$ cat src/rtl/brp_udiv_pipe.sv
// Fully pipelined unsigned restoring divider, one quotient bit per stage.
module brp_udiv_pipe
#(
    parameter int W  = 32,
    parameter int PW = 1
)
(
    input  logic          clk,
    input  logic          rst_n,
    input  logic          en,
    input  logic          in_valid,
    input  logic [W-1:0]  dividend,
    input  logic [W-1:0]  divisor,
    input  logic [PW-1:0] in_payload,
    output logic          out_valid,
    output logic [W-1:0]  quotient,
    output logic [PW-1:0] out_payload
);

    logic [W-1:0]  rem_reg [W];
    logic [W-1:0]  q_reg   [W];
    logic [W-1:0]  dv_reg  [W];
    logic [PW-1:0] pl_reg  [W];
    logic [W-1:0]  vld_reg;

    genvar k;
    generate
        for (k = 0; k < W; k++)
        begin : g_stage
            logic [W-1:0]  rem_in;
            logic [W-1:0]  q_in;
            logic [W-1:0]  dv_in;
            logic [PW-1:0] pl_in;
            logic          v_in;
            logic [W:0]    trial;
            logic          ge;
            logic [W-1:0]  rem_next;
            logic [W-1:0]  q_next;

            if (k == 0)
            begin : g_first
                assign rem_in = '0;
                assign q_in   = dividend;
                assign dv_in  = divisor;
                assign pl_in  = in_payload;
                assign v_in   = in_valid;
            end
            else
            begin : g_rest
                assign rem_in = rem_reg[k-1];
                assign q_in   = q_reg[k-1];
                assign dv_in  = dv_reg[k-1];
                assign pl_in  = pl_reg[k-1];
                assign v_in   = vld_reg[k-1];
            end

            // shift in next dividend bit, subtract if it fits
            always_comb
            begin
                trial    = {rem_in, q_in[W-1]};
                ge       = (trial >= {1'b0, dv_in});
                rem_next = ge ? W'(trial - {1'b0, dv_in}) : trial[W-1:0];
                q_next   = {q_in[W-2:0], ge};
            end

            always_ff @(posedge clk or negedge rst_n)
            begin
                if (!rst_n)
                begin
                    vld_reg[k] <= 1'b0;
                end
                else if (en)
                begin
                    vld_reg[k] <= v_in;
                end
            end

            always_ff @(posedge clk)
            begin
                if (en)
                begin
                    rem_reg[k] <= rem_next;
                    q_reg[k]   <= q_next;
                    dv_reg[k]  <= dv_in;
                    pl_reg[k]  <= pl_in;
                end
            end
        end
    endgenerate

    assign out_valid   = vld_reg[W-1];
    assign quotient    = q_reg[W-1];
    assign out_payload = pl_reg[W-1];

endmodule

$ cat config.mk
export PLATFORM = sky130hd
export DESIGN_NAME = brp_udiv_pipe
export DESIGN_NICKNAME = d
export VERILOG_FILES = /design/src/rtl/brp_udiv_pipe.sv
export SDC_FILE = /design/constraint.sdc
export NUM_CORES = 2
export LEC_CHECK = 0
export BUFFER_PORTS_ARGS = -buffer_cell sky130_fd_sc_hd__buf_4
export CELL_PAD_IN_SITES_DETAIL_PLACEMENT = 2
export CELL_PAD_IN_SITES_GLOBAL_PLACEMENT = 2
export CORE_ASPECT_RATIO = 0.5
export CORE_UTILIZATION = 35
export DETAILED_ROUTE_END_ITERATION = 10
export GPL_TIMING_DRIVEN = 0
export HOLD_SLACK_MARGIN = 0.15
export PLACE_DENSITY = 0.63
export SYNTH_ARGS = -nofsm -noshare
export SYNTH_HDL_FRONTEND = slang
export SYNTH_SLANG_ARGS = --single-unit
$ cat constraint.sdc
create_clock -name clk -period 5.8 [get_ports clk]
set_clock_uncertainty 0.05 [all_clocks]
set_input_delay 1.45 -clock clk [delete_from_list [all_inputs] [get_ports clk]]
set_output_delay 1.45 -clock clk [all_outputs]
set_load 0.01 [all_outputs]
==> metrics.md <==
| Metric | Value |
|---|---|
| Wire per inst | 23.1 um |
| Sw Pwr | 39.0 mW |
| Distinct cells, synth | 93 |
| Smallest setup slack after layout | 0.178 ns |
| Cells after synthesis | 12700 |
| Seq pwr share | 34.9% |
| Core footprint | 0.441 mm2 |
| Nets | 14300 |
| Post-route ant nets | 0 |
| Warnings from Yosys | 0 |
| Worst path cell trace | inv_1, ha_1, a211oi_1, o31ai_1, o31ai_1, a31oi_1, a311o_1, a211o_1, a41o_1, o21ai_1, clkbuf_1, clkbuf_1, inv_1 |
| Top-count cell post-synth | edfxtp_1 |
| Internal Power | 60.9 mW |
| Clock buffer depth | 4 |
| # port buffers | 102 |
| Number of synthesized register bits | 3072 |
| Comb power frac | 44.7% |
| Fraction of power spent switching nets | 39.0% |
| Largest register FFs | 1024 |
| Final WL | 446 mm |
| # placed instances | 18800 |
| Share of cells above drive strength 1 | 8.16% |
| GRT Resource Usage Total | 19.5% |
| Fin crit period | 5.62 ns |
| CP Buf/Inv Count | 4 |
| Crit Path Class | reg2reg |
| Starting Density | 35.3% |
| Initial drt markers | 4160 |
| Die Area | 0.449 mm2 |
| Vias in the first global route | 112000 |
| Vias per Instance | 5.16 |
| RD Place Congestion | 0.833 |
| Worst Path Required | 6.30 ns |
| CP Capture Type | register |
| VDD IR max | 0.261 mV |
| Maxcap violations | 0 |
| Via count | 99800 |
| CP top delay family | compound AO/OA/AOI/OAI gates |
| Die Span Y | 474 um |
| Synth top area cells | edfxtp_1 59%, ha_1 8.0%, mux2_2 3.1%, inv_1 3.0%, a21oi_1 2.9% |
| Final Non-Filler Cells | 19300 |
| Total I/O pin count | 103 |
| Post-Route Utilization | 39.7% |
| CTS Buf Count | 319 |
| Critical path startpoint category | register |
| Pleak | 69.1 nW |
| Die Wd | 946 um |
| Setup violations, final | 0 |
| Fraction of registers with async set/reset | 1.04% |
| Outcome | completed |
| Total global routing overflow | 0 |
| TritonCTS clock tree | yes |
| Crit path DAT | 6.12 ns |
| Top cells by count, synth | 3040 x edfxtp_1, 1253 x inv_1, 994 x ha_1, 902 x a21oi_1, 870 x nand2_1 |
| First-pass GRT wire length | 678 mm |
| Power share of the clock group | 20.4% |
| Slew Viols, Final | 0 |
| Worst path slowest cell | clkbuf_1 |
| CTS Root Cell | clkbuf_16 |
| DRC viols | 0 |
| Syn Nets | 13800 |
| Worst rel slew slack | 14.8% |
| Hold Violations, Final | 0 |
| Fin Setup TNS | 0 ns |
| Crit path largest cell delay | 0.73 ns |
| Max Fclk | 178 MHz |
| Filler instances | 45000 |
| Mean post-synth cell area | 12.3 um2 |
| Clock slew at reported path FFs | 0.06 ns |
| Post-detail-place hpwl | 344 mm |
| Fin Hold WS | 0.352 ns |
| CTS Sinks | 3072 |
| Crit-path max FO | 10 |
| Row count | 172 |
| Clk_lat worst skew | 0.94 ns |
| Final period util | 96.9% |
| Power per cell area | 570 mW/mm2 |
| Area growth syn-to-layout | 12.3% |
| Initial antenna violation count | 5 |
| Biggest area consumer among synthesized cells | edfxtp_1 |
| Largest net degree at the start of global routing | 188 |
| Cts hold-fix bufs | 0 |
| Worst hold path class | reg2reg |
| Area fraction of the dominant cell type after synthesis | 58.5% |
| Mapped cell area | 0.156 mm2 |
| Pre-CTS setup slack | -3.12 ns |
| First-pass iteration count of the detailed router | 8 |
| H-tree depth | 5 |
| Number of synthesized flops with an enable pin | 3040 |
| Register area share after synthesis | 59.0% |
| Slew @ Worst Pin | 1.27 ns |
| Post-synth top flop | edfxtp_1 |
-- placed cells by master (no fill, tap or decap), types with 47 or more instances in the layout --
cell type	n
a211oi_1	78
a21boi_0	52
a21o_1	571
a21oi_1	901
a31oi_1	120
and3_1	95
buf_4	103
clkbuf_1	342
clkbuf_16	327
clkinv_1	70
edfxtp_1	3040
ha_1	994
inv_1	1253
mux2_2	427
mux2i_1	47
nand2_1	870
nand2b_1	131
nand3_1	203
nand4_1	173
nor2_1	534
nor2b_1	138
nor3_1	135
o21a_1	120
o21ai_0	811
o21bai_1	112
o31ai_1	75
or3_1	51
xnor2_1	466
xor2_1	338
-- worst register-to-register path: stages, from the launching register on --
cell      delay, ns
edfxtp_1       0.45
inv_1          0.07
ha_1           0.34
a211oi_1       0.31
o31ai_1        0.16
o31ai_1        0.33
a31oi_1        0.29
a311o_1        0.50
a211o_1        0.35
a41o_1         0.30
o21ai_1        0.32
clkbuf_1       0.62
clkbuf_1       0.74
inv_1          0.42
-- cells by family (layout without fill, tap and decap cells) --
group	after synthesis	after routing	synth area share [%]
XOR/XNOR	804	804	4.51
adder cells (fa/ha/maj)	1024	1024	8.36
AND/OR/NAND/NOR	2527	2527	7.72
multiplexers	474	474	3.38
buffers and inverters	1578	2271	3.83
other	0	3	0
AO/OA/AOI/OAI	3245	3245	13.2
flip-flops	3072	3072	59.0
-- metrics by stage --
stage,cell area [um2],power [mW]
final,175000,99.9
after global routing,175000,106
after CTS,175000,101
after detailed placement,165000,80.2
after global placement,164000,79.8
after floorplan,156000,64.8
-- layout make-up --
type,count,area (um2),area share (%)
multi-input cells,8074,58000,33.1
diodes,3,7.51,0.00429
inverters,1255,4710,2.69
flip-flops and latches,3072,92100,52.6
clock buffers,397,8420,4.81
repair buffers,135,1670,0.951
plain buffers,323,1260,0.722
well taps,5916,7400,4.23
clock inverters,161,1520,0.867
-- power groups by stage --
stage                     Clock [mW]  Combinational (mW)  Sequential, mW
after detailed placement           0                44.7            35.4
after global placement             0                43.4            36.4
after CTS                       21.2                45.3            35.0
after global routing            21.9                49.1            35.4
after floorplan                    0                31.1            33.7
final                           20.4                44.6            34.9
-- worst paths after layout --
kind | startpoint | endpoint | slack [ns] | depth (start not counted)
hold / removal | pl_reg[0][0]$_DFFE_PP_ | pl_reg[0][1]$_DFFE_PP_ | 0.35 | 0
setup reg to reg | dv_reg[1][357]$_DFFE_PP_ | q_reg[7][0]$_DFFE_PP_ | 0.18 | 13
min in group asynchronous | rst_n | g_stage[21].v_in$_DFFE_PN0P_ | 0.43 | 1
setup / recovery | dv_reg[1][357]$_DFFE_PP_ | q_reg[7][0]$_DFFE_PP_ | 0.18 | 13
hold reg to reg | pl_reg[0][0]$_DFFE_PP_ | pl_reg[0][1]$_DFFE_PP_ | 0.35 | 0
max in group asynchronous | rst_n | g_stage[9].v_in$_DFFE_PN0P_ | 4.97 | 1
-- timing repair --
item | CTS | global route
buffers inserted | 0 | 0
setup endpoints to repair | 945 | 185
pin swaps | 0 | 0
cloned | 9 | 1
gates resized for setup | 4 | 4
endpoints found under the hold margin | 0 | 0
-- routing by layer --
metal	part of all wire, %	GRT usage [%]
met1	38	20.3
met2	56	39.6
met3	2.2	1.99
met4	4.6	7.94
met5	0	0
Power figures use the tool's default switching activity.
